## config.mk

```make
export PLATFORM = sky130hd
export DESIGN_NAME = url_percent_decoder_flat
export DESIGN_NICKNAME = d
export VERILOG_FILES = /design/src/design/upd_pkg.sv /design/src/design/upd_if.sv /design/src/design/upd_front.sv /design/src/design/upd_queue.sv /design/src/design/upd_back.sv /design/src/design/url_percent_decoder.sv /design/src/flat_wrapper.sv
export SDC_FILE = /design/constraint.sdc
export NUM_CORES = 1
export LEC_CHECK = 0
export BUFFER_PORTS_ARGS = -buffer_cell sky130_fd_sc_hd__buf_2
export CORE_UTILIZATION = 52
export DETAILED_ROUTE_END_ITERATION = 12
export PLACE_DENSITY = 0.81
export SKIP_CTS_REPAIR_TIMING = 1
export SLEW_MARGIN = 15
export SYNTH_ARGS = -nofsm -noshare
export SYNTH_HDL_FRONTEND = slang
export SYNTH_HIERARCHICAL = 1
export SYNTH_SLANG_ARGS = --single-unit
export TNS_END_PERCENT = 100
```

## constraint.sdc

```tcl
create_clock -name clk_i -period 3.1 [get_ports clk_i]
set_clock_uncertainty 0.2 [all_clocks]
set_input_delay 0.93 -clock clk_i [delete_from_list [all_inputs] [get_ports clk_i]]
set_output_delay 0.93 -clock clk_i [all_outputs]
set_load 0.02 [all_outputs]
```

## src/design/upd_pkg.sv

```systemverilog
// Package for the url percent decoder: character codes, escape phases,
// the result bundle passed from front to back, and hex digit helpers.
// No dependencies.
package upd_pkg;

  // character codes
  localparam logic [7:0] CharNul   = 8'h00;
  localparam logic [7:0] CharPct   = 8'h25;
  localparam logic [7:0] CharPlus  = 8'h2B;
  localparam logic [7:0] CharSpace = 8'h20;

  // bundle queue geometry
  localparam int unsigned QDepth = 4;
  localparam int unsigned QAddrW = $clog2(QDepth);

  // escape tracking
  typedef enum logic [1:0] {
    PH_IDLE  = 2'd0,
    PH_PCT   = 2'd1,
    PH_DIGIT = 2'd2
  } upd_phase_e;

  // up to three result bytes caused by one input byte
  typedef struct packed {
    logic [1:0]      cnt;
    logic [2:0][7:0] chars;
    logic            term;   // last byte of the bundle is the terminator
  } upd_bundle_t;

  // queue status seen by front and back
  typedef struct packed {
    logic full;
    logic empty;
  } upd_qstat_t;

  function automatic logic is_hex(input logic [7:0] c);
    logic dig, low, upp;
    dig = (c >= 8'h30) && (c <= 8'h39);
    low = (c >= 8'h61) && (c <= 8'h66);
    upp = (c >= 8'h41) && (c <= 8'h46);
    return dig || low || upp;
  endfunction

  function automatic logic [3:0] hex_val(input logic [7:0] c);
    logic [7:0] v;
    v = 8'h00;
    if ((c >= 8'h61) && (c <= 8'h66)) begin
      v = c - 8'h57;
    end else if ((c >= 8'h41) && (c <= 8'h46)) begin
      v = c - 8'h37;
    end else if ((c >= 8'h30) && (c <= 8'h39)) begin
      v = c - 8'h30;
    end
    return v[3:0];
  endfunction

endpackage

```

## src/design/upd_if.sv

```systemverilog
// Channel interfaces of the url percent decoder: encoded byte input and
// decoded byte output, each with valid/ready handshake.
// No dependencies.
interface upd_in_if;
  logic       valid;
  logic       ready;
  logic [7:0] in_char;

  modport source (output valid, output in_char, input ready);
  modport sink   (input valid, input in_char, output ready);
endinterface

interface upd_out_if;
  logic       valid;
  logic       ready;
  logic [7:0] out_char;
  logic       run_last;
  logic       string_end;

  modport source (output valid, output out_char, output run_last, output string_end,
                  input ready);
  modport sink   (input valid, input out_char, input run_last, input string_end,
                  output ready);
endinterface

```

## src/design/upd_front.sv

```systemverilog
// Front end: accepts encoded bytes, tracks the escape phase and turns each
// byte into a bundle of zero to three result bytes.
// Depends on upd_pkg and upd_if.
module upd_front (
  input  logic                 clk_i,
  input  logic                 rst_ni,
  upd_in_if.sink               in_i,
  input  upd_pkg::upd_qstat_t  qstat_i,
  output logic                 push_o,
  output upd_pkg::upd_bundle_t bundle_o
);

  upd_pkg::upd_phase_e phase_q, phase_d;
  logic [7:0]          held_q, held_d;
  logic                accept;
  logic [7:0]          c;
  logic                c_hex;
  logic                f_emit;
  logic [7:0]          f_char;

  assign in_i.ready = !qstat_i.full;
  assign accept     = in_i.valid && in_i.ready;
  assign c          = in_i.in_char;
  assign c_hex      = upd_pkg::is_hex(c);

  // byte handled with no escape pending
  always_comb begin
    f_emit = (c != upd_pkg::CharPct);
    f_char = (c == upd_pkg::CharPlus) ? upd_pkg::CharSpace : c;
  end

  // next state
  always_comb begin
    phase_d = phase_q;
    held_d  = held_q;
    if (accept) begin
      unique case (phase_q)
        upd_pkg::PH_PCT: begin
          if (c_hex) begin
            phase_d = upd_pkg::PH_DIGIT;
            held_d  = c;
          end else begin
            phase_d = (c == upd_pkg::CharPct) ? upd_pkg::PH_PCT : upd_pkg::PH_IDLE;
            held_d  = '0;
          end
        end
        upd_pkg::PH_DIGIT: begin
          if (c_hex) begin
            phase_d = upd_pkg::PH_IDLE;
          end else begin
            phase_d = (c == upd_pkg::CharPct) ? upd_pkg::PH_PCT : upd_pkg::PH_IDLE;
          end
          held_d = '0;
        end
        default: begin
          phase_d = (c == upd_pkg::CharPct) ? upd_pkg::PH_PCT : upd_pkg::PH_IDLE;
          held_d  = '0;
        end
      endcase
    end
  end

  // result bundle for the current byte
  always_comb begin
    bundle_o      = '0;
    bundle_o.term = (c == upd_pkg::CharNul);
    unique case (phase_q)
      upd_pkg::PH_PCT: begin
        if (!c_hex) begin
          bundle_o.chars[0] = upd_pkg::CharPct;
          bundle_o.chars[1] = f_char;
          bundle_o.cnt      = 2'd1 + {1'b0, f_emit};
        end
      end
      upd_pkg::PH_DIGIT: begin
        if (c_hex) begin
          bundle_o.chars[0] = {upd_pkg::hex_val(held_q), upd_pkg::hex_val(c)};
          bundle_o.cnt      = 2'd1;
        end else begin
          bundle_o.chars[0] = upd_pkg::CharPct;
          bundle_o.chars[1] = held_q;
          bundle_o.chars[2] = f_char;
          bundle_o.cnt      = 2'd2 + {1'b0, f_emit};
        end
      end
      default: begin
        bundle_o.chars[0] = f_char;
        bundle_o.cnt      = {1'b0, f_emit};
      end
    endcase
  end

  assign push_o = accept && (bundle_o.cnt != 2'd0);

  // phase and held digit registers
  always_ff @(posedge clk_i or negedge rst_ni) begin
    if (!rst_ni) begin
      phase_q <= upd_pkg::PH_IDLE;
      held_q  <= '0;
    end else begin
      phase_q <= phase_d;
      held_q  <= held_d;
    end
  end

endmodule

```

## src/design/upd_queue.sv

```systemverilog
// Short bundle queue between the front end and the output serializer.
// Depends on upd_pkg.
module upd_queue (
  input  logic                 clk_i,
  input  logic                 rst_ni,
  input  logic                 push_i,
  input  upd_pkg::upd_bundle_t push_data_i,
  input  logic                 pop_i,
  output upd_pkg::upd_bundle_t head_o,
  output upd_pkg::upd_qstat_t  stat_o
);

  upd_pkg::upd_bundle_t         mem_q [upd_pkg::QDepth];
  logic [upd_pkg::QAddrW-1:0]   wr_ptr_q, rd_ptr_q;
  logic [upd_pkg::QAddrW:0]     cnt_q;
  logic                         do_push, do_pop;

  assign stat_o.full  = (cnt_q == (upd_pkg::QAddrW+1)'(upd_pkg::QDepth));
  assign stat_o.empty = (cnt_q == '0);
  assign do_push      = push_i && !stat_o.full;
  assign do_pop       = pop_i && !stat_o.empty;
  assign head_o       = mem_q[rd_ptr_q];

  // storage
  always_ff @(posedge clk_i) begin
    if (do_push) begin
      mem_q[wr_ptr_q] <= push_data_i;
    end
  end

  // pointers and fill count
  always_ff @(posedge clk_i or negedge rst_ni) begin
    if (!rst_ni) begin
      wr_ptr_q <= '0;
      rd_ptr_q <= '0;
      cnt_q    <= '0;
    end else begin
      if (do_push) begin
        wr_ptr_q <= wr_ptr_q + 1'b1;
      end
      if (do_pop) begin
        rd_ptr_q <= rd_ptr_q + 1'b1;
      end
      if (do_push && !do_pop) begin
        cnt_q <= cnt_q + 1'b1;
      end else if (do_pop && !do_push) begin
        cnt_q <= cnt_q - 1'b1;
      end
    end
  end

endmodule

```

## src/design/upd_back.sv

```systemverilog
// Back end: takes bundles from the queue and sends their bytes out one
// transaction at a time, marking the last byte of each bundle.
// Depends on upd_pkg and upd_if.
module upd_back (
  input  logic                 clk_i,
  input  logic                 rst_ni,
  input  upd_pkg::upd_bundle_t head_i,
  input  upd_pkg::upd_qstat_t  qstat_i,
  output logic                 pop_o,
  upd_out_if.source            out_o
);

  upd_pkg::upd_bundle_t cur_q, cur_d;
  logic                 cur_valid_q, cur_valid_d;
  logic [1:0]           idx_q, idx_d;
  logic                 take, last, load;

  assign last = (idx_q == (cur_q.cnt - 2'd1));
  assign take = out_o.valid && out_o.ready;
  assign load = !cur_valid_q || (take && last);
  assign pop_o = load && !qstat_i.empty;

  // output fields from the held bundle
  assign out_o.valid      = cur_valid_q;
  assign out_o.out_char   = cur_q.chars[idx_q];
  assign out_o.run_last   = last;
  assign out_o.string_end = last && cur_q.term;

  // advance within a bundle or load the next one
  always_comb begin
    cur_d       = cur_q;
    cur_valid_d = cur_valid_q;
    idx_d       = idx_q;
    if (load) begin
      cur_d       = head_i;
      cur_valid_d = !qstat_i.empty;
      idx_d       = '0;
    end else if (take) begin
      idx_d = idx_q + 2'd1;
    end
  end

  // bundle payload
  always_ff @(posedge clk_i) begin
    cur_q <= cur_d;
  end

  // serializer control
  always_ff @(posedge clk_i or negedge rst_ni) begin
    if (!rst_ni) begin
      cur_valid_q <= 1'b0;
      idx_q       <= '0;
    end else begin
      cur_valid_q <= cur_valid_d;
      idx_q       <= idx_d;
    end
  end

endmodule

```

## src/design/url_percent_decoder.sv

```systemverilog
// Streaming URL percent decoder. One encoded byte is taken per cycle while
// the four-entry bundle queue has room; each byte yields zero to three
// decoded bytes, which leave one per cycle while the receiver is ready and
// bundles are waiting, so the output port sets the sustained rate. A byte
// passes the queue storage and the back-end bundle register on its way out.
// Depends on upd_pkg, upd_if, upd_front, upd_queue and upd_back.
module url_percent_decoder (
  input  logic      clk_i,
  input  logic      rst_ni,
  upd_in_if.sink    in_i,
  upd_out_if.source out_o
);

  logic                 q_push, q_pop;
  upd_pkg::upd_bundle_t q_wdata, q_head;
  upd_pkg::upd_qstat_t  q_stat;

  upd_front u_front (
    .clk_i    (clk_i),
    .rst_ni   (rst_ni),
    .in_i     (in_i),
    .qstat_i  (q_stat),
    .push_o   (q_push),
    .bundle_o (q_wdata)
  );

  upd_queue u_queue (
    .clk_i       (clk_i),
    .rst_ni      (rst_ni),
    .push_i      (q_push),
    .push_data_i (q_wdata),
    .pop_i       (q_pop),
    .head_o      (q_head),
    .stat_o      (q_stat)
  );

  upd_back u_back (
    .clk_i   (clk_i),
    .rst_ni  (rst_ni),
    .head_i  (q_head),
    .qstat_i (q_stat),
    .pop_o   (q_pop),
    .out_o   (out_o)
  );

  // no bundle is offered to a full queue
  assert property (@(posedge clk_i) disable iff (!rst_ni) !(q_push && q_stat.full))
    else $error("bundle pushed into full queue");

  // no pop from an empty queue
  assert property (@(posedge clk_i) disable iff (!rst_ni) !(q_pop && q_stat.empty))
    else $error("pop from empty queue");

  // the terminator always closes its run
  assert property (@(posedge clk_i) disable iff (!rst_ni)
      out_o.valid && out_o.string_end |-> out_o.run_last && (out_o.out_char == 8'h00))
    else $error("terminator not last of run or not zero");

  // an input accepted into an empty system reaches the output via the queue and the back-end bundle register
  assert property (@(posedge clk_i) disable iff (!rst_ni)
      q_push && q_stat.empty && !out_o.valid |-> ##2 out_o.valid)
    else $error("bundle lost between queue and output");

endmodule

```

## src/flat_wrapper.sv

```systemverilog
// flat-port wrapper written by rule: the top's interface ports become plain ports
module url_percent_decoder_flat 
  (clk_i, rst_ni, in_i_valid, in_i_in_char, in_i_ready, out_o_valid, out_o_out_char, out_o_run_last, out_o_string_end, out_o_ready);
  upd_in_if in_i_i ();
  upd_out_if out_o_i ();
  input  logic clk_i;
  input  logic rst_ni;
  input wire logic [$bits(in_i_i.valid)-1:0] in_i_valid;
  input wire logic [$bits(in_i_i.in_char)-1:0] in_i_in_char;
  output wire logic [$bits(in_i_i.ready)-1:0] in_i_ready;
  output wire logic [$bits(out_o_i.valid)-1:0] out_o_valid;
  output wire logic [$bits(out_o_i.out_char)-1:0] out_o_out_char;
  output wire logic [$bits(out_o_i.run_last)-1:0] out_o_run_last;
  output wire logic [$bits(out_o_i.string_end)-1:0] out_o_string_end;
  input wire logic [$bits(out_o_i.ready)-1:0] out_o_ready;
  assign in_i_i.valid = in_i_valid;
  assign in_i_i.in_char = in_i_in_char;
  assign in_i_ready = in_i_i.ready;
  assign out_o_valid = out_o_i.valid;
  assign out_o_out_char = out_o_i.out_char;
  assign out_o_run_last = out_o_i.run_last;
  assign out_o_string_end = out_o_i.string_end;
  assign out_o_i.ready = out_o_ready;
  url_percent_decoder u_core (.clk_i(clk_i), .rst_ni(rst_ni), .in_i(in_i_i), .out_o(out_o_i));
endmodule
```

[Yosys cells after proc, flatten, opt, wreduce, memory -nomap -nowiden]
Memory sizes are Yosys's and may differ from the RTL's. A register that Yosys moved wholly into a read port is not among the register bits.
Cells that the tools add are included.
Storage, ports and cells
  output and inout port bits: 12
  flip-flop bits (word level): 20
  memories: 1
  bits in read-only memories: 0
  bits in latches: 0
  input bits: 12
  RAM bits: 108
Operators by class
  eq/ne operators: 7
  bitwise gates (word level): 0
  multiplexer cells: 30
  shifts and indexed selects: 0
  div/mod/pow operators: 0
  order comparisons: 13
  reductions and logical operators: 29
  $add $sub $neg: 14
  multipliers: 0
Memory list
  u_core.u_queue.mem_q: depth 4, width 27, rd ports 1, clocked after memory_dff 1, wr ports 1, line upd_queue.sv:13  | upd_pkg::upd_bundle_t mem_q [upd_pkg::QDepth];
Operator list (count)
  $mux W8: 6
  $ge A8 B7 Y1 const B: 4
  $le A8 B7 Y1 const B: 4
  $mux W16: 2
  $pmux W8 S2: 2
  $mux W4: 6
  $bmux W8 S2: 1
  $eq A8 B6 Y1 const B: 2
  $ge A8 B6 Y1 const B: 2
  $le A8 B6 Y1 const B: 2
  $logic_and A1 B1 Y1: 16
  $sub A4 B3 Y4 const B: 4
  $mux W2: 5
  $logic_not A8 Y1: 1
  $ne A8 B6 Y1 const B: 1
  $pmux W2 S2: 2
  $sub A4 B1 Y4 const B: 2
  $add A2 B1 Y2 const B: 3
  $mux W3: 2
  $reduce_bool A2 Y1: 3
  $logic_not A1 Y1: 5
  $mux W1: 4
  $add A3 B1 Y3 const B: 1
  $eq A3 B3 Y1 const B: 1
  other kinds (10): 12

[Logic depth before layout (Yosys ltp)]
  word-level depth: 13
  gate-level depth with buffers: 15

[Modules after synthesis]
The synthesis kept the hierarchy.
By module, submodules not included
  upd_queue: instances 1, cells an instance 177, area an instance 4327.9 sq um, seq. area each 3418.3 sq um
  upd_front: instances 1, cells an instance 150, area an instance 1345.0 sq um, seq. area each 250.2 sq um
  upd_back: instances 1, cells an instance 80, area an instance 1193.6 sq um, seq. area each 885.8 sq um

[Worst setup path before layout]
Ideal clock, no wire load.
  path type: input to register
  from: in in_i_in_char[0]
  to: mem u_core/u_queue/mem_q[0][0] (netlist name) (enable)
  data required time: 2.514 ns
  setup slack: -0.676 ns
  library setup time: 0.386 ns
  buffers on the path: 1
  stages on the path: 10
  arrival: 3.190 ns
  path through: inv_1 ha_1 nor3b_1 and4bb_4 a211oi_4 nor3_2 a211oi_2 nor2b_1 buf_2 and2_1
On the way
  cells in the longest elaborated chain, start to end: 11
Ends and longest elaborated chain
  from (decl): line flat_wrapper.sv:9  | input wire logic [$bits(in_i_i.in_char)-1:0] in_i_in_char;
  $ge A8 B6 Y1 (tied with other cells): line upd_pkg.sv:38  | dig = (c >= 8'h30) && (c <= 8'h39);
  $logic_and A1 B1 Y1 (on tied branches): line upd_pkg.sv:38, upd_pkg.sv:39
  $logic_or A1 B1 Y1 (2 in a row): line upd_pkg.sv:41  | return dig || low || upp;
  $mux W2 (on tied branches): line upd_front.sv:76, upd_front.sv:69
  $pmux W2 S2 *: line upd_front.sv:67  | unique case (phase_q)
  $reduce_bool A2 Y1 *: line upd_front.sv:93  | assign push_o = accept && (bundle_o.cnt != 2'd0);
  $logic_and A1 B1 Y1 *: line upd_front.sv:93
  named net u_core.q_push: line url_percent_decoder.sv:14  | logic q_push, q_pop;
  $logic_and A1 B1 Y1 *: line upd_queue.sv:20  | assign do_push = push_i && !stat_o.full;
  named net u_core.u_queue.do_push: line upd_queue.sv:16  | logic do_push, do_pop;
  $mux W1 *: line upd_queue.sv:26  | if (do_push) begin
  $mux W1 (not written as such) *: line upd_queue.sv:27  | mem_q[wr_ptr_q] <= push_data_i;
  to (decl): line upd_queue.sv:13
Mark *: on every way through the listed nets, which the timed path passes. The rest lies on a longest branch.

[Worst setup path after layout]
  from: in in_i_in_char[1]
  to: reg u_core/u_queue/cnt_q[2] (netlist name)
On the way
  cells in the longest elaborated chain, start to end: 12
Ends and longest elaborated chain
  $ge A8 B6 Y1 (tied with other cells): line upd_pkg.sv:38
  $logic_and A1 B1 Y1 (on tied branches): line upd_pkg.sv:38, upd_pkg.sv:39
  $logic_or A1 B1 Y1 (2 in a row): line upd_pkg.sv:41
  $mux W2 (on tied branches): line upd_front.sv:76, upd_front.sv:69
  $pmux W2 S2 *: line upd_front.sv:67
  $reduce_bool A2 Y1 *: line upd_front.sv:93
  $logic_and A1 B1 Y1 *: line upd_front.sv:93
  named net u_core.q_push: line url_percent_decoder.sv:14
  $logic_and A1 B1 Y1 *: line upd_queue.sv:20
  $logic_not A1 Y1: line upd_queue.sv:46  | end else if (do_pop && !do_push) begin
  $logic_and A1 B1 Y1: line upd_queue.sv:46
  $reduce_bool A2 Y1 (no source line)
  to (signal assigned): line upd_queue.sv:45  | cnt_q <= cnt_q + 1'b1;
  to (signal assigned): line upd_queue.sv:47  | cnt_q <= cnt_q - 1'b1;
  to (decl): line upd_queue.sv:15  | logic [upd_pkg::QAddrW:0] cnt_q;
Marks and branches as above.
A chain may end at the register's enable or synchronous reset.

==> results.yml <==
power_and_ir_drop:
  clock_power_share_pct: 26.5
  pwr_density_cell_nw_per_um2: 839.8
  power.switching_w: 0.001980
  internal_power_w: 0.004919
  switching_share_pct: 28.70
  seqPwrFrac_pct: 44.0
  leakage_nw: 2.982
  pwr-share-comb_pct: 29.4
  vdd_drop_max_mv: 0.4870
cts:
  cts_root_buffer: "clkbuf_16"
  numClockSinks: 155
  cts_tree: "done"
  ctsHtreeMaxLevel: 4
  clockBufferDepth: 2
  numCtsBuffers: 17
  clk_latency_ns: 0.41
  path_clk_slew_ns: 0.06
timing:
  setup_viol: 2
  period_minus_slack_ns: 3.172
  worst_pin_slew_ns: 0.5661
  finalMaxSlewViolations: 0
  hold_violations: 0
  setup_tns_ns: -0.1177
  max-slew-margin-rel_pct: 62.26
  worst_slack_ns: -0.07238
  grt_setup_unrepaired: "true"
  post-route-period-util_pct: 102.3
  max_freq_mhz: 315.2
synth:
  synth_compound_area_share_pct: 7.708
  syn_area_per_cell_sq_um: 16.87
  synth_area_leaders: "edfxtp_1, mux4_2, dfrtp_1"
  synth_xor_area_share_pct: 0.8929
  synth_nets: 436
  synth_top_family_by_area: "multiplexers"
  yosys.area.top_type: "edfxtp_1"
  synth-simple-area-share_pct: 8.254
  syn-cell-area_sq_um: 6867
  seq_area_frac_synth_pct: 66.33
  synth_warnings: 6
  ys_seq_elements: 155
  synth_fa_ha_area_share_pct: 3.207
  synth_cell_types: 62
  synth_top_area_share_pct: 59.04
  synthMuxAreaShare_pct: 10.91
  synth-edff-count: 135
  syn_inst: 407
  synth_ff_type: "edfxtp_1"
  async_flop_share_pct: 12.90
die:
  die-area_sq_um: 13670
  initial_utilization_pct: 53.97
  die_w_um: 116.9
  io_pins: 24
  die_h_um: 116.9
  rows: 41
  core_region_area_sq_um: 12720
route:
  wl_met2_um: 7320
  wirelength_um: 13990
  first_pass_iters: 5
  top_layer: "met4"
  wl_met1_um: 5819
  wire_per_inst_um: 20.86
  met3_length_um: 622
  drtIter0Drc: 319
  viasPerCell: 5.781
  vias: 3879
  ant_nets: 0
  drcViolationCount: 0
grt:
  grt_max_degree: 30
  grt_pass1_vias: 4056
  overflow: 0
  grt_pass1_wl_um: 21160
  antenna_found_initial: 0
  groute.usage.overall_pct: 21.72
min_path:
  holdCritPathClass: "input port to async pin"
finish:
  fin_nets: 515
  drive_gt1_share_pct: 32.46
  antennaDiodeCount: 0
  syn_to_final_growth_pct: 19.64
  fin_area_sq_um: 8215
placed_design:
  io_buffer_count: 23
  dpl_worst_slack_ns: -0.6971
  post_dp_cell_area_sq_um: 7591
  dpl.hpwl_um: 9218
  place_congestion: 0.8714
critical_path:
  setup.worst_path.class: "input port to flip-flop"
  arrival_ns: 3.30
  r2r.worst_path.cells: 8
  endpoint: "u_core/u_queue/cnt_q[2]$_DFFE_PN0P_"
  worstPathMaxFanout: 3
  crit_path_start_kind: "input port"
  r2r_setup_slack_ns: 0.13
  r2r-end: "u_core/u_queue/cnt_q[1]$_DFFE_PN0P_"
  path_cells: "buf_12, inv_12, ha_4, nor3b_2, and4bb_4, a211oi_4, nor3_4, a211oi_2, nor2b_4, ha_4, inv_2, fa_2, xor2_1, nor2_1, xor2_1"
  cp_slowest_cell: "fa_2"
  max_stage_delay_ns: 0.33
  crit_start: "in_i_in_char[1]"
  cp-end-kind: "flip-flop"
  r2r_start: "u_core/u_back/cur_q[26]$_DFFE_PP_"
  crit_required_ns: 3.23
job:
  drv_cap: 0
outcome:
  status: "complete, but fails checks"
  violations: "setup timing"
-- cell families after synthesis --
group	count (synthesis)
and+or+nand+nor	88
buffers and inverters	37
muxes	40
xor gates and xnor gates	7
AOI/OAI and AO/OA	63
DFF	155
adders and majority gates	17
-- final cells by class --
class | count | area (sq um)
Tap cell | 172 | 215.2
Clock buffer | 27 | 462.9
Timing Repair Buffer | 77 | 635.6
Fill cell | 886 | 4507
Clock inverter | 5 | 50.05
Multi-Input combinational cell | 215 | 2200
Inverter | 20 | 95.09
Sequential cell | 155 | 4557
-- registers in the layout, indices dropped and copies added, names as in the netlist --
name                       cells
u_core/u_front/held_q          8
u_core/u_back/idx_q            2
u_core/u_queue/wr_ptr_q        2
u_core/u_queue/cnt_q           3
u_core/u_queue/rd_ptr_q        2
u_core/u_queue/mem_q         108
u_core/u_back/cur_q           27
u_core/u_back/out_o.valid      1
u_core/u_front/phase_q         2
-- cells in the mapped netlist, drive strengths merged (8+ instances only) --
cell type	instances
edfxtp	135
mux2i	10
and2	15
buf	11
a21oi	8
mux4	27
nor2	12
nand2	20
a22o	13
inv	20
o21ai	13
ha	16
dfrtp	20
-- metrics by stage --
| step | power (W) | instances | hold WS, ns | utilization, % |
|---|---|---|---|---|
| final | 0.006900 | 671 | 0.2915 | 64.58 |
| after global routing | 0.007214 | 671 | 0.3140 | 64.58 |
| after CTS | 0.006859 | 667 | 0.2866 | 63.70 |
| after detailed placement | 0.005036 | 635 | 0.3003 | 59.67 |
| after global placement | 0.004924 | 635 | 0.2640 | 59.67 |
| after floorplan | 0.004387 | 407 | 0.2422 | - |
-- power by group through the flow --
stage,clock network [W],registers [W],logic [W]
2_1_floorplan,0,0.00302,0.00137
3_3_place_gp,0,0.00303,0.00189
3_5_place_dp,0,0.00307,0.00196
4_1_cts,0.00185,0.00304,0.00197
5_1_grt,0.00194,0.00308,0.00219
6_report,0.00183,0.00304,0.00203
-- placed cells by master, fill, tap and decap left out, drive strengths merged, types with 4 or more instances in the layout --
cell type and count:
ha 16, inv 20, o21ai 13, nor3 4, a22oi 5, nand3 4
nor2 12, and2 15, dfrtp 20, xnor2 5, clkbuf 29, clkinv 4
a21oi 8, buf 75, edfxtp 135, a211oi 4, mux2i 10, nor2b 6
o21bai 4, mux4 27, nand2 20, a22o 13, nand2b 4
-- worst max-delay path: cells and delay by family --
family,cells,cell delay [ns]
buf+inv,3,0.15
fa+ha+maj,3,0.64
simple gates,5,0.79
compound gates,2,0.48
xor+xnor,2,0.30
-- metal layers --
| metal | vias up | global-route usage, % |
|---|---|---|
| li1 | 1750 | - |
| met1 | 1977 | 27.43 |
| met2 | 130 | 36.06 |
| met3 | 22 | 4.377 |
| met4 | 0 | 10.97 |
| met5 | - | 0 |
-- worst min-delay path by stage --
stage | startpoint | end | slack, ns | depth (start not counted)
2_1_floorplan | u_core/u_queue/cnt_q[2]$_DFFE_PN0P_ | u_core/u_queue/cnt_q[2]$_DFFE_PN0P_ | 0.24 | 1
3_3_place_gp | u_core/u_queue/cnt_q[2]$_DFFE_PN0P_ | u_core/u_queue/cnt_q[2]$_DFFE_PN0P_ | 0.26 | 1
3_5_place_dp | u_core/u_queue/cnt_q[2]$_DFFE_PN0P_ | u_core/u_queue/cnt_q[2]$_DFFE_PN0P_ | 0.30 | 1
4_1_cts | rst_ni | u_core/u_front/held_q[0]$_DFFE_PN0P_ | 0.29 | 1
5_1_grt | rst_ni | u_core/u_front/held_q[0]$_DFFE_PN0P_ | 0.31 | 1
6_report | rst_ni | u_core/u_front/held_q[0]$_DFFE_PN0P_ | 0.29 | 1
(Power assumes the default switching activity.)
